$ cat src/rtl/core/lpbw_pkg.sv
// ----------------------------------------------------------------------------
// lpbw_pkg
// Shared types, constants and the set-up command table of the page block
// writer.
// ----------------------------------------------------------------------------
`default_nettype none

package lpbw_pkg;

  localparam int PANEL_COLUMNS_DEF = 128;
  localparam int PANEL_ROWS_DEF    = 32;

  localparam int PIX_W      = 8;
  localparam int CFG_ADDR_W = 2;
  localparam int CFG_DATA_W = 10;
  localparam int STATUS_W   = 2;
  localparam int STEP_W     = 4;
  localparam int QUEUE_DEPTH = 4;

  localparam logic [CFG_ADDR_W-1:0] CFG_START_PAGE   = 2'd0;
  localparam logic [CFG_ADDR_W-1:0] CFG_START_COLUMN = 2'd1;
  localparam logic [CFG_ADDR_W-1:0] CFG_ROW_WIDTH    = 2'd2;
  localparam logic [CFG_ADDR_W-1:0] CFG_BYTE_COUNT   = 2'd3;

  localparam logic [STATUS_W-1:0] STATUS_SENT     = 2'd0;
  localparam logic [STATUS_W-1:0] STATUS_REJECTED = 2'd1;
  localparam logic [STATUS_W-1:0] STATUS_DROPPED  = 2'd2;

  localparam logic [3:0] ROWS_PER_BLOCK = 4'd8;
  localparam logic [7:0] PAGE_CMD_BASE  = 8'hB0;
  localparam logic [7:0] COL_HI_CMD     = 8'h10;
  localparam logic [STEP_W-1:0] SETUP_LAST = 4'd9;
  localparam logic [STEP_W-1:0] ROW_LAST   = 4'd2;
  localparam logic [STEP_W-1:0] STEP_PAGE  = 4'd0;
  localparam logic [STEP_W-1:0] STEP_COL_HI = 4'd1;

  typedef enum logic [1:0] {
    BK_IDLE,
    BK_SETUP,
    BK_ROW,
    BK_FINAL
  } back_state_t;

  typedef struct packed {
    logic             rejected;
    logic             setup;
    logic             dropped;
    logic             row_start;
    logic [7:0]       page_cmd;
    logic [6:0]       start_column;
    logic [PIX_W-1:0] pixel_byte;
  } desc_t;

  function automatic logic [7:0] setup_cmd(input logic [STEP_W-1:0] idx);
    logic [7:0] cmd;
    case (idx)
      4'd0: cmd = 8'h2F;
      4'd1: cmd = 8'h24;
      4'd2: cmd = 8'h81;
      4'd3: cmd = 8'h1F;
      4'd4: cmd = 8'hA2;
      4'd5: cmd = 8'hC8;
      4'd6: cmd = 8'hA0;
      4'd7: cmd = 8'h40;
      4'd8: cmd = 8'hA6;
      4'd9: cmd = 8'hAF;
      default: cmd = 8'h00;
    endcase
    return cmd;
  endfunction

endpackage

`default_nettype wire

$ cat src/rtl/core/lpbw_pix_if.sv
// ----------------------------------------------------------------------------
// lpbw_pix_if
// Request channel that carries one display data byte.
// ----------------------------------------------------------------------------
`default_nettype none

interface lpbw_pix_if import lpbw_pkg::*; ();
  logic             valid;
  logic             ready;
  logic [PIX_W-1:0] pixel_byte;

  modport source (output valid, output pixel_byte, input ready);
  modport sink (input valid, input pixel_byte, output ready);
endinterface

`default_nettype wire

$ cat src/rtl/core/lpbw_bus_if.sv
// ----------------------------------------------------------------------------
// lpbw_bus_if
// Request channel that carries one controller bus byte with its flags.
// ----------------------------------------------------------------------------
`default_nettype none

interface lpbw_bus_if import lpbw_pkg::*; ();
  logic                valid;
  logic                ready;
  logic [7:0]          bus_byte;
  logic                is_data;
  logic [STATUS_W-1:0] status;
  logic                last;

  modport source (output valid, output bus_byte, output is_data, output status,
                  output last, input ready);
  modport sink (input valid, input bus_byte, input is_data, input status,
                input last, output ready);
endinterface

`default_nettype wire

$ cat src/rtl/core/lpbw_cfg_if.sv
// ----------------------------------------------------------------------------
// lpbw_cfg_if
// Register write channel: register index and write data.
// ----------------------------------------------------------------------------
`default_nettype none

interface lpbw_cfg_if import lpbw_pkg::*; ();
  logic                  valid;
  logic                  ready;
  logic [CFG_ADDR_W-1:0] index;
  logic [CFG_DATA_W-1:0] data;

  modport source (output valid, output index, output data, input ready);
  modport sink (input valid, input index, input data, output ready);
endinterface

`default_nettype wire

$ cat src/rtl/core/lpbw_front.sv
// ----------------------------------------------------------------------------
// lpbw_front
// Holds the registers and block state, classifies each data byte and
// pushes one descriptor per byte into the queue.
// ----------------------------------------------------------------------------
`default_nettype none

module lpbw_front import lpbw_pkg::*; #(
  parameter int PANEL_COLUMNS = PANEL_COLUMNS_DEF,
  parameter int PANEL_ROWS    = PANEL_ROWS_DEF
) (
  input  wire logic   clk,
  input  wire logic   rst_n,
  lpbw_pix_if.sink    in_if,
  lpbw_cfg_if.sink    cfg_if,
  input  wire logic   q_full,
  output logic        q_push,
  output desc_t       q_desc
);

  localparam int BlockLimit = PANEL_COLUMNS * PANEL_ROWS / 8;

  logic [2:0] start_page_r;
  logic [6:0] start_column_r;
  logic [7:0] row_width_r;
  logic [9:0] byte_count_r;

  logic       block_open_r, block_open_nxt;
  logic [9:0] bytes_sent_r, bytes_sent_nxt;
  logic [7:0] column_in_row_r, column_in_row_nxt;
  logic [3:0] row_index_r, row_index_nxt;

  logic       opening, rejected, drop, row_done, closing;
  logic [3:0] row_cur;
  logic [7:0] col_cur;
  logic [9:0] sent_cur, sent_inc, count_eff;
  logic [8:0] col_inc;

  assign cfg_if.ready = 1'b1;
  assign in_if.ready  = !q_full;
  assign q_push       = in_if.valid && !q_full;

  always_ff @(posedge clk) begin
    if (!rst_n) begin
      start_page_r   <= 3'd0;
      start_column_r <= 7'd0;
      row_width_r    <= 8'd128;
      byte_count_r   <= 10'd0;
    end else if (cfg_if.valid) begin
      case (cfg_if.index)
        CFG_START_PAGE:   start_page_r   <= cfg_if.data[2:0];
        CFG_START_COLUMN: start_column_r <= cfg_if.data[6:0];
        CFG_ROW_WIDTH:    row_width_r    <= cfg_if.data[7:0];
        CFG_BYTE_COUNT:   byte_count_r   <= cfg_if.data;
        default: begin
        end
      endcase
    end
  end

  always_comb begin
    opening   = !block_open_r;
    row_cur   = opening ? 4'd0 : row_index_r;
    col_cur   = opening ? 8'd0 : column_in_row_r;
    sent_cur  = opening ? 10'd0 : bytes_sent_r;
    rejected  = 32'(byte_count_r) > 32'(BlockLimit);
    drop      = (row_width_r == 8'd0) || (row_cur >= ROWS_PER_BLOCK);
    col_inc   = {1'b0, col_cur} + 9'd1;
    row_done  = col_inc >= {1'b0, row_width_r};
    sent_inc  = sent_cur + 10'd1;
    count_eff = (byte_count_r == 10'd0) ? 10'd1 : byte_count_r;
    closing   = (sent_inc >= count_eff) || (sent_inc == 10'd0);

    block_open_nxt    = block_open_r;
    bytes_sent_nxt    = bytes_sent_r;
    column_in_row_nxt = column_in_row_r;
    row_index_nxt     = row_index_r;
    if (q_push && !rejected) begin
      block_open_nxt    = !closing;
      bytes_sent_nxt    = sent_inc;
      column_in_row_nxt = col_cur;
      row_index_nxt     = row_cur;
      if (!drop) begin
        if (row_done) begin
          column_in_row_nxt = 8'd0;
          row_index_nxt     = row_cur + 4'd1;
        end else begin
          column_in_row_nxt = col_inc[7:0];
        end
      end
    end

    q_desc.rejected     = rejected;
    q_desc.setup        = !rejected && opening;
    q_desc.dropped      = !rejected && drop;
    q_desc.row_start    = !rejected && !drop && (col_cur == 8'd0);
    q_desc.page_cmd     = PAGE_CMD_BASE + {5'd0, start_page_r} + {4'd0, row_cur};
    q_desc.start_column = start_column_r;
    q_desc.pixel_byte   = in_if.pixel_byte;
  end

  always_ff @(posedge clk) begin
    if (!rst_n) begin
      block_open_r    <= 1'b0;
      bytes_sent_r    <= 10'd0;
      column_in_row_r <= 8'd0;
      row_index_r     <= 4'd0;
    end else begin
      block_open_r    <= block_open_nxt;
      bytes_sent_r    <= bytes_sent_nxt;
      column_in_row_r <= column_in_row_nxt;
      row_index_r     <= row_index_nxt;
    end
  end

endmodule

`default_nettype wire

$ cat src/rtl/core/lpbw_queue.sv
// ----------------------------------------------------------------------------
// lpbw_queue
// Short descriptor queue between the front and back parts.
// ----------------------------------------------------------------------------
`default_nettype none

module lpbw_queue import lpbw_pkg::*; (
  input  wire logic  clk,
  input  wire logic  rst_n,
  input  wire logic  push,
  input  wire desc_t push_desc,
  input  wire logic  pop,
  output logic       full,
  output logic       not_empty,
  output desc_t      head
);

  localparam int PtrW = $clog2(QUEUE_DEPTH);

  desc_t             slots_r [QUEUE_DEPTH];
  logic [PtrW-1:0]   wr_ptr_r, wr_ptr_nxt;
  logic [PtrW-1:0]   rd_ptr_r, rd_ptr_nxt;
  logic [PtrW:0]     count_r, count_nxt;

  assign full      = count_r == (PtrW+1)'(QUEUE_DEPTH);
  assign not_empty = count_r != '0;
  assign head      = slots_r[rd_ptr_r];

  always_comb begin
    wr_ptr_nxt = push ? wr_ptr_r + PtrW'(1) : wr_ptr_r;
    rd_ptr_nxt = pop ? rd_ptr_r + PtrW'(1) : rd_ptr_r;
    count_nxt  = count_r;
    if (push && !pop) begin
      count_nxt = count_r + (PtrW+1)'(1);
    end else if (pop && !push) begin
      count_nxt = count_r - (PtrW+1)'(1);
    end
  end

  always_ff @(posedge clk) begin
    if (push) begin
      slots_r[wr_ptr_r] <= push_desc;
    end
  end

  always_ff @(posedge clk) begin
    if (!rst_n) begin
      wr_ptr_r <= '0;
      rd_ptr_r <= '0;
      count_r  <= '0;
    end else begin
      wr_ptr_r <= wr_ptr_nxt;
      rd_ptr_r <= rd_ptr_nxt;
      count_r  <= count_nxt;
    end
  end

endmodule

`default_nettype wire

$ cat src/rtl/core/lpbw_back.sv
// ----------------------------------------------------------------------------
// lpbw_back
// Expands each descriptor into set-up, row address and final bus bytes and
// drives them through a registered output stage.
// ----------------------------------------------------------------------------
`default_nettype none

module lpbw_back import lpbw_pkg::*; (
  input  wire logic  clk,
  input  wire logic  rst_n,
  input  wire logic  head_valid,
  input  wire desc_t head,
  output logic       pop,
  lpbw_bus_if.source out_if
);

  back_state_t         state_r, state_nxt;
  logic [STEP_W-1:0]   step_r, step_nxt;
  logic                adv, emit;
  logic [7:0]          emit_byte;
  logic                emit_data, emit_last;
  logic [STATUS_W-1:0] emit_status;

  logic                out_valid_r;
  logic [7:0]          out_byte_r;
  logic                out_data_r, out_last_r;
  logic [STATUS_W-1:0] out_status_r;

  assign adv = !out_valid_r || out_if.ready;

  always_comb begin
    state_nxt = state_r;
    step_nxt  = step_r;
    case (state_r)
      BK_IDLE: begin
        step_nxt = '0;
        if (head_valid) begin
          if (head.setup) begin
            state_nxt = BK_SETUP;
          end else if (head.row_start) begin
            state_nxt = BK_ROW;
          end else begin
            state_nxt = BK_FINAL;
          end
        end
      end
      BK_SETUP: begin
        if (adv) begin
          if (step_r == SETUP_LAST) begin
            step_nxt  = '0;
            state_nxt = head.row_start ? BK_ROW : BK_FINAL;
          end else begin
            step_nxt = step_r + STEP_W'(1);
          end
        end
      end
      BK_ROW: begin
        if (adv) begin
          if (step_r == ROW_LAST) begin
            step_nxt  = '0;
            state_nxt = BK_FINAL;
          end else begin
            step_nxt = step_r + STEP_W'(1);
          end
        end
      end
      BK_FINAL: begin
        if (adv) begin
          state_nxt = BK_IDLE;
        end
      end
      default: state_nxt = BK_IDLE;
    endcase
  end

  always_comb begin
    emit        = 1'b0;
    emit_byte   = 8'd0;
    emit_data   = 1'b0;
    emit_status = STATUS_SENT;
    emit_last   = 1'b0;
    pop         = 1'b0;
    case (state_r)
      BK_SETUP: begin
        emit      = adv;
        emit_byte = setup_cmd(step_r);
      end
      BK_ROW: begin
        emit = adv;
        if (step_r == STEP_PAGE) begin
          emit_byte = head.page_cmd;
        end else if (step_r == STEP_COL_HI) begin
          emit_byte = COL_HI_CMD | {5'd0, head.start_column[6:4]};
        end else begin
          emit_byte = {4'd0, head.start_column[3:0]};
        end
      end
      BK_FINAL: begin
        emit      = adv;
        pop       = adv;
        emit_last = 1'b1;
        if (head.rejected) begin
          emit_status = STATUS_REJECTED;
        end else if (head.dropped) begin
          emit_status = STATUS_DROPPED;
        end else begin
          emit_byte = head.pixel_byte;
          emit_data = 1'b1;
        end
      end
      default: begin
      end
    endcase
  end

  always_ff @(posedge clk) begin
    if (emit) begin
      out_byte_r   <= emit_byte;
      out_data_r   <= emit_data;
      out_status_r <= emit_status;
      out_last_r   <= emit_last;
    end
  end

  always_ff @(posedge clk) begin
    if (!rst_n) begin
      state_r     <= BK_IDLE;
      step_r      <= '0;
      out_valid_r <= 1'b0;
    end else begin
      state_r <= state_nxt;
      step_r  <= step_nxt;
      if (emit) begin
        out_valid_r <= 1'b1;
      end else if (out_if.ready) begin
        out_valid_r <= 1'b0;
      end
    end
  end

  assign out_if.valid    = out_valid_r;
  assign out_if.bus_byte = out_byte_r;
  assign out_if.is_data  = out_data_r;
  assign out_if.status   = out_status_r;
  assign out_if.last     = out_last_r;

endmodule

`default_nettype wire

$ cat src/rtl/core/lcd_page_block_writer.sv
// ----------------------------------------------------------------------------
// lcd_page_block_writer
// Turns display data bytes into page-addressed controller bus bytes.
// ----------------------------------------------------------------------------
// Data bytes enter on in_if and bus bytes leave on out_if, each flagged as a
// command or display data byte, with a status and a last flag that marks the
// final result of each input byte. Registers are written on cfg_if, which is
// always ready, and should only change while the block is idle.
// The front part takes one byte per cycle while its four-entry descriptor
// queue has room. The back part sends one result per cycle while the receiver
// takes them, after passing through its idle state for each descriptor. Each
// byte ends in its final result, preceded by the page and column commands at
// the start of a row and by the set-up table at the start of a block.
// A taken byte is queued, and its results leave through the output register.
// When the receiver stalls, the output register holds its result, the back
// part waits, and the queue fills until in_if.ready falls.
// Reset clears the block state, the queue and the output register and
// loads the register defaults; no result is pending afterwards.
// ----------------------------------------------------------------------------
`default_nettype none

module lcd_page_block_writer import lpbw_pkg::*; #(
  parameter int PANEL_COLUMNS = PANEL_COLUMNS_DEF,
  parameter int PANEL_ROWS    = PANEL_ROWS_DEF
) (
  input  wire logic  clk,
  input  wire logic  rst_n,
  lpbw_pix_if.sink   in_if,
  lpbw_bus_if.source out_if,
  lpbw_cfg_if.sink   cfg_if
);

  logic  q_full, q_push, q_not_empty, q_pop;
  desc_t q_desc, q_head;

  lpbw_front #(
    .PANEL_COLUMNS (PANEL_COLUMNS),
    .PANEL_ROWS    (PANEL_ROWS)
  ) u_front (
    .clk    (clk),
    .rst_n  (rst_n),
    .in_if  (in_if),
    .cfg_if (cfg_if),
    .q_full (q_full),
    .q_push (q_push),
    .q_desc (q_desc)
  );

  lpbw_queue u_queue (
    .clk       (clk),
    .rst_n     (rst_n),
    .push      (q_push),
    .push_desc (q_desc),
    .pop       (q_pop),
    .full      (q_full),
    .not_empty (q_not_empty),
    .head      (q_head)
  );

  lpbw_back u_back (
    .clk        (clk),
    .rst_n      (rst_n),
    .head_valid (q_not_empty),
    .head       (q_head),
    .pop        (q_pop),
    .out_if     (out_if)
  );

endmodule

`default_nettype wire

$ cat src/flat_wrapper.sv
// flat-port wrapper written by rule: the top's interface ports become plain ports
module lcd_page_block_writer_flat import lpbw_pkg::*;
#(
  parameter int PANEL_COLUMNS = PANEL_COLUMNS_DEF,
  parameter int PANEL_ROWS    = PANEL_ROWS_DEF
)
  (clk, rst_n, in_if_valid, in_if_pixel_byte, in_if_ready, out_if_valid, out_if_bus_byte, out_if_is_data, out_if_status, out_if_last, out_if_ready, cfg_if_valid, cfg_if_index, cfg_if_data, cfg_if_ready);
  lpbw_pix_if in_if_i ();
  lpbw_bus_if out_if_i ();
  lpbw_cfg_if cfg_if_i ();
  input  wire logic clk;
  input  wire logic rst_n;
  input wire logic [$bits(in_if_i.valid)-1:0] in_if_valid;
  input wire logic [$bits(in_if_i.pixel_byte)-1:0] in_if_pixel_byte;
  output wire logic [$bits(in_if_i.ready)-1:0] in_if_ready;
  output wire logic [$bits(out_if_i.valid)-1:0] out_if_valid;
  output wire logic [$bits(out_if_i.bus_byte)-1:0] out_if_bus_byte;
  output wire logic [$bits(out_if_i.is_data)-1:0] out_if_is_data;
  output wire logic [$bits(out_if_i.status)-1:0] out_if_status;
  output wire logic [$bits(out_if_i.last)-1:0] out_if_last;
  input wire logic [$bits(out_if_i.ready)-1:0] out_if_ready;
  input wire logic [$bits(cfg_if_i.valid)-1:0] cfg_if_valid;
  input wire logic [$bits(cfg_if_i.index)-1:0] cfg_if_index;
  input wire logic [$bits(cfg_if_i.data)-1:0] cfg_if_data;
  output wire logic [$bits(cfg_if_i.ready)-1:0] cfg_if_ready;
  assign in_if_i.valid = in_if_valid;
  assign in_if_i.pixel_byte = in_if_pixel_byte;
  assign in_if_ready = in_if_i.ready;
  assign out_if_valid = out_if_i.valid;
  assign out_if_bus_byte = out_if_i.bus_byte;
  assign out_if_is_data = out_if_i.is_data;
  assign out_if_status = out_if_i.status;
  assign out_if_last = out_if_i.last;
  assign out_if_i.ready = out_if_ready;
  assign cfg_if_i.valid = cfg_if_valid;
  assign cfg_if_i.index = cfg_if_index;
  assign cfg_if_i.data = cfg_if_data;
  assign cfg_if_ready = cfg_if_i.ready;
  lcd_page_block_writer #(.PANEL_COLUMNS(PANEL_COLUMNS), .PANEL_ROWS(PANEL_ROWS)) u_core (.clk(clk), .rst_n(rst_n), .in_if(in_if_i), .out_if(out_if_i), .cfg_if(cfg_if_i));
endmodule
$ cat config.mk
export PLATFORM = sky130hd
export DESIGN_NAME = lcd_page_block_writer_flat
export DESIGN_NICKNAME = d
export VERILOG_FILES = /design/src/rtl/core/lpbw_pkg.sv /design/src/rtl/core/lpbw_pix_if.sv /design/src/rtl/core/lpbw_bus_if.sv /design/src/rtl/core/lpbw_cfg_if.sv /design/src/rtl/core/lpbw_front.sv /design/src/rtl/core/lpbw_queue.sv /design/src/rtl/core/lpbw_back.sv /design/src/rtl/core/lcd_page_block_writer.sv /design/src/flat_wrapper.sv
export SDC_FILE = /design/constraint.sdc
export NUM_CORES = 1
export LEC_CHECK = 0
export ABC_AREA = 1
export ABC_CLOCK_PERIOD_IN_PS = 4900
export BUFFER_PORTS_ARGS = -buffer_cell sky130_fd_sc_hd__buf_4
export CAP_MARGIN = 10
export CORE_AREA = 2 2 139 141
export CTS_CLUSTER_SIZE = 8
export DETAILED_ROUTE_END_ITERATION = 10
export DIE_AREA = 0 0 141 143
export PLACE_DENSITY = 0.76
export SYNTH_ARGS = -nofsm -noshare
export SYNTH_HDL_FRONTEND = slang
export SYNTH_HIERARCHICAL = 1
export SYNTH_SLANG_ARGS = --single-unit
$ cat constraint.sdc
create_clock -name clk -period 4.9 [get_ports clk]
set_input_delay 0.245 -clock clk [delete_from_list [all_inputs] [get_ports clk]]
set_output_delay 0.245 -clock clk [all_outputs]
set_load 0.01 [all_outputs]
==> metrics.md <==
| Metric | Value |
|---|---|
| Synth Flop Type | edfxtp_1 |
| Post-Place Worst Slack | ~1.8 ns |
| Cell Count, Final, Fillers Out | around 1.3k |
| Arrival time worst endpoint | about 3.5 ns |
| Worst setup SP type | flip-flop |
| Diodes inserted | 0 |
| Seq cells post-synth | about 200 |
| Register area | approximately 5000 um^2 |
| # clock sinks | ~200 |
| HPWL after DPL | between 10000 and 15000 um |
| CP max-delay cell | dfxtp_1 |
| RSZ-0062 raised after global routing | no |
| Worst-Margin Slew | roughly 0.9 ns |
| Post-layout instance area | around 10000 um^2 |
| Reg-to-Reg End | u_core/u_front/block_open_r$_SDFFE_PN0P_ |
| Asr flop ratio synth | 0% |
| Hold Crit Start | in_if_pixel_byte[3] |
| Hold Path Cell Cnt | 1 |
| Relative slew slack | about 41% |
| Unique masters post-synth | 45 |
| Placed Cells | roughly 1.2k |
| CTS max path bufs | 2 |
| LEAKAGE | about 4.3 nW |
| Total CTS buffers | 17 |
| Final Wtd Congestion | between 0.8 and 0.9 |
| Number of synthesized flops with an enable pin | between 100 and 150 |
| Worst R2R Path Depth | 19 |
| Fmax | between 300 and 400 MHz |
| Fillers | 1605 |
| Worst-path cell chain | buf_4 -> nand2_4 -> inv_1 -> ha_1 -> inv_1 -> nor2_2 -> nand2_1 -> inv_1 -> nand2_1 -> nand2_1 -> nand2_1 -> ha_1 -> nand2_1 -> nor2_1 -> o211ai_1 -> nand3_1 -> nor2_1 -> nand3_1 -> a21oi_1 |
| Drc violations | 0 |
| Multi-input gate area | ~3400 um^2 |
| Clk slew on worst S/H paths | around 0.070 ns |
| Critical Path RT | between 5 and 6 ns |
| H-tree Lvls | 4 |
| Input/output buffers | 38 |
| First-pass GRT wire length | around 31000 um |
| Finish-stage setup viols | 0 |
| Worst path max stage delay | roughly 0.77 ns |
| Final WL | slightly below 20000 um |
| Worst Clk Skew | roughly 0.0096 ns |
| Num rows | 50 |
| Clock root buffer | clkbuf_16 |
| Die width | around 140 um |
| NetSw | roughly 1.3 mW |
| Sw Ratio | between 30 and 40% |
| Tcrit/Tclk final | between 60% and 70% |
| Commonest cells after routing, fill and taps aside | 152 x nand2_1, 124 x nor2_1, 120 x edfxtp_1 |
| Post-route ant nets | 0 |
| Cell Area, Synth | about 9300 um^2 |
| Crit-path max FO | 17 |
| Mapped Cells | 1003 |
| Slew Limit Fails | 0 |
| Post-DP Area | 9617 um^2 |
| Clock power share | 32.0% |
| Seq pwr share | 46.6% |
| Max-Cap Viols | 0 |
| Syn-to-layout area delta | 10.36% |
| Final WS setup | about 1.7 ns |
| Commonest non-fill, non-tap cell in the layout | nand2_1 |
| Setup CP Type | flip-flop to flip-flop |
| Initial DRC count | a little under 500 |
| Worst skew pair latency | approximately 0.43 ns |
| Vias | approximately 6.9k |
| Logic pwr share | roughly a fifth |
| All-Layer GR Usage | between 15 and 20% |
| Post-layout util | a little under three fifths |
| P_int | 3.104 mW |
| Status | finished clean |
| Vias in the first global route | 6466 |
| CTS tree | built |
| DRT Pass-1 Iters | 5 |
| Total grt overflow | 0 |
| Routed wire per std cell | between 15 and 20 um |
| Worst reg-to-reg setup slack | 1.72 ns |
| Sequential element share of the synthesized area | between 50% and 60% |
| Initial antenna violation count | 0 |
| Height of the die | approximately 140 um |
| PD cells | between 400 and 500 nW/um^2 |
| Hold EP | u_core/u_queue/slots_r[3][3]$_DFFE_PP_ |
| Avg Synthesized Cell Area | 9.280 um^2 |
| IO Pins | 40 |
| Post-Route Setup TNS | 0 ns |
| Nature of the critical path endpoint | flip-flop |
| Via density | ~5.4 |
| Die Area | around 20000 um^2 |
| Most Frequent Cell on Critical Path | nand2_1 |
| Final hold violation count | 0 |
| R2r startpoint | u_core/u_front/block_open_r$_SDFFE_PN0P_ |
| Fin nets | around 1.1k |
| Tmin final | 3.178 ns |
| Core area | between 15000 and 20000 um^2 |
| Total Power | 4.444 mW |
| Yosys warning count | 6 |
| Largest net degree at the start of global routing | 61 |
| Starting Density | 50.09% |
| Share of layout cells above drive strength 1 | between 10% and 20% |
| VDD IR max | around 0.0003 V |
| Worst min-delay path class | input port to flip-flop |
| Hold Slack | 0.01635 ns |
[state kept, by name, indices dropped and copies added, names as in the netlist, named ones only]
| register | cells |
|---|---|
| u_core/u_back/out_if.bus_byte | 8 |
| u_core/u_queue/wr_ptr_r | 2 |
| u_core/u_back/out_if.last | 1 |
| u_core/u_queue/slots_r | 108 |
| u_core/u_front/column_in_row_r | 8 |
| u_core/u_front/row_index_r | 4 |
| u_core/u_back/state_r | 2 |
| u_core/u_front/bytes_sent_r | 10 |
| u_core/u_front/block_open_r | 1 |
| u_core/u_back/out_if.is_data | 1 |
| u_core/u_queue/count_r | 3 |
| u_core/u_front/start_page_r | 3 |
| u_core/u_back/out_if.valid | 1 |
| u_core/u_front/row_width_r | 8 |
| u_core/u_front/byte_count_r | 10 |
| u_core/u_back/step_r | 4 |
| u_core/u_front/start_column_r | 7 |
| u_core/u_queue/rd_ptr_r | 2 |
| u_core/u_back/out_if.status | 2 |
[cell usage after synthesis (5+ instances only)]
cell / count / area [um^2]
a21oi_1: 57 / 285.3
a31oi_1: 8 / 50.05
buf_2: 12 / 60.06
buf_4: 15 / 112.6
buf_6: 11 / 123.9
clkbuf_1: 8 / 30.03
dfxtp_1: 75 / 1501
edfxtp_1: 120 / 3603
ha_1: 37 / 462.9
inv_1: 106 / 397.9
inv_2: 8 / 30.03
nand2_1: 152 / 570.6
nand2_2: 17 / 106.4
nand2_4: 5 / 56.30
nand3_1: 45 / 225.2
nand4_1: 9 / 56.30
nor2_1: 124 / 465.5
nor2_2: 6 / 37.54
nor3_1: 6 / 30.03
o21ai_0: 91 / 455.4
o21ai_1: 26 / 130.1
o22ai_1: 27 / 168.9
xor2_1: 6 / 52.55
[cell type report]
type | count | share of cell area (%)
Clock buffer | 19 | 4.214
Clock inverter | 13 | 1.681
Inverter | 117 | 4.397
Multi-Input combinational cell | 645 | 33.30
Sequential cell | 195 | 49.71
Tap cell | 234 | 2.850
Timing Repair Buffer | 51 | 3.849
[worst max-delay path by stage]
stage | from | endpoint | slack, ns | cells after the start
6_report | u_core/u_front/block_open_r$_SDFFE_PN0P_ | u_core/u_front/block_open_r$_SDFFE_PN0P_ | 1.72 | 19
5_1_grt | u_core/u_front/block_open_r$_SDFFE_PN0P_ | u_core/u_front/block_open_r$_SDFFE_PN0P_ | 1.44 | 19
4_1_cts | u_core/u_front/block_open_r$_SDFFE_PN0P_ | u_core/u_front/block_open_r$_SDFFE_PN0P_ | 1.74 | 19
3_5_place_dp | u_core/u_front/block_open_r$_SDFFE_PN0P_ | u_core/u_front/block_open_r$_SDFFE_PN0P_ | 1.80 | 19
3_3_place_gp | u_core/u_front/block_open_r$_SDFFE_PN0P_ | u_core/u_front/block_open_r$_SDFFE_PN0P_ | 1.85 | 19
2_1_floorplan | u_core/u_front/block_open_r$_SDFFE_PN0P_ | u_core/u_front/column_in_row_r[3]$_SDFFE_PN0P_ | 2.43 | 17
[metal layers]
layer	GRT usage, %	part of all wire, %	vias up
met2	35.51	51	178
met3	3.756	3.9	28
li1	-	-	3423
met5	0	0	-
met1	23.57	43	3241
met4	7.421	1.8	0
[power by group through the flow]
stage / sequential [mW] / clock (mW) / combinational [mW]
finish: 2.07 / 1.42 / 0.953
global route: 2.09 / 1.51 / 1.08
CTS: 2.07 / 1.45 / 0.955
detailed placement: 2.10 / 0 / 0.943
global placement: 2.10 / 0 / 0.925
floorplan: 2.09 / 0 / 0.688
[worst max-delay path, delay by kind of cell, from the launching register on]
| kind | cells | cell delay [ns] |
|---|---|---|
| fa+ha+maj | 2 | 0.46 |
| compound gates | 2 | 0.25 |
| flops | 1 | 0.77 |
| buf+inv | 4 | 0.64 |
| simple gates | 11 | 0.98 |
[kinds of logic (layout without fill, tap and decap cells)]
group	after synthesis	after routing	synth area share (%)
xor+xnor	7	7	0.6587
buf+inv	164	200	8.442
flops	195	195	54.85
other cells	1	2	0.04029
compound gates	221	221	12.85
simple gates	376	376	17.76
fa+ha+maj	39	39	5.404
[repair_timing]
| item | CTS | global route |
|---|---|---|
| buffers inserted | 0 | 0 |
| endpoints found under the hold margin | 16 | 1 |
| hold buffers | 4 | 1 |
| resized for setup | 0 | 0 |
Power figures use the tool's default switching activity.
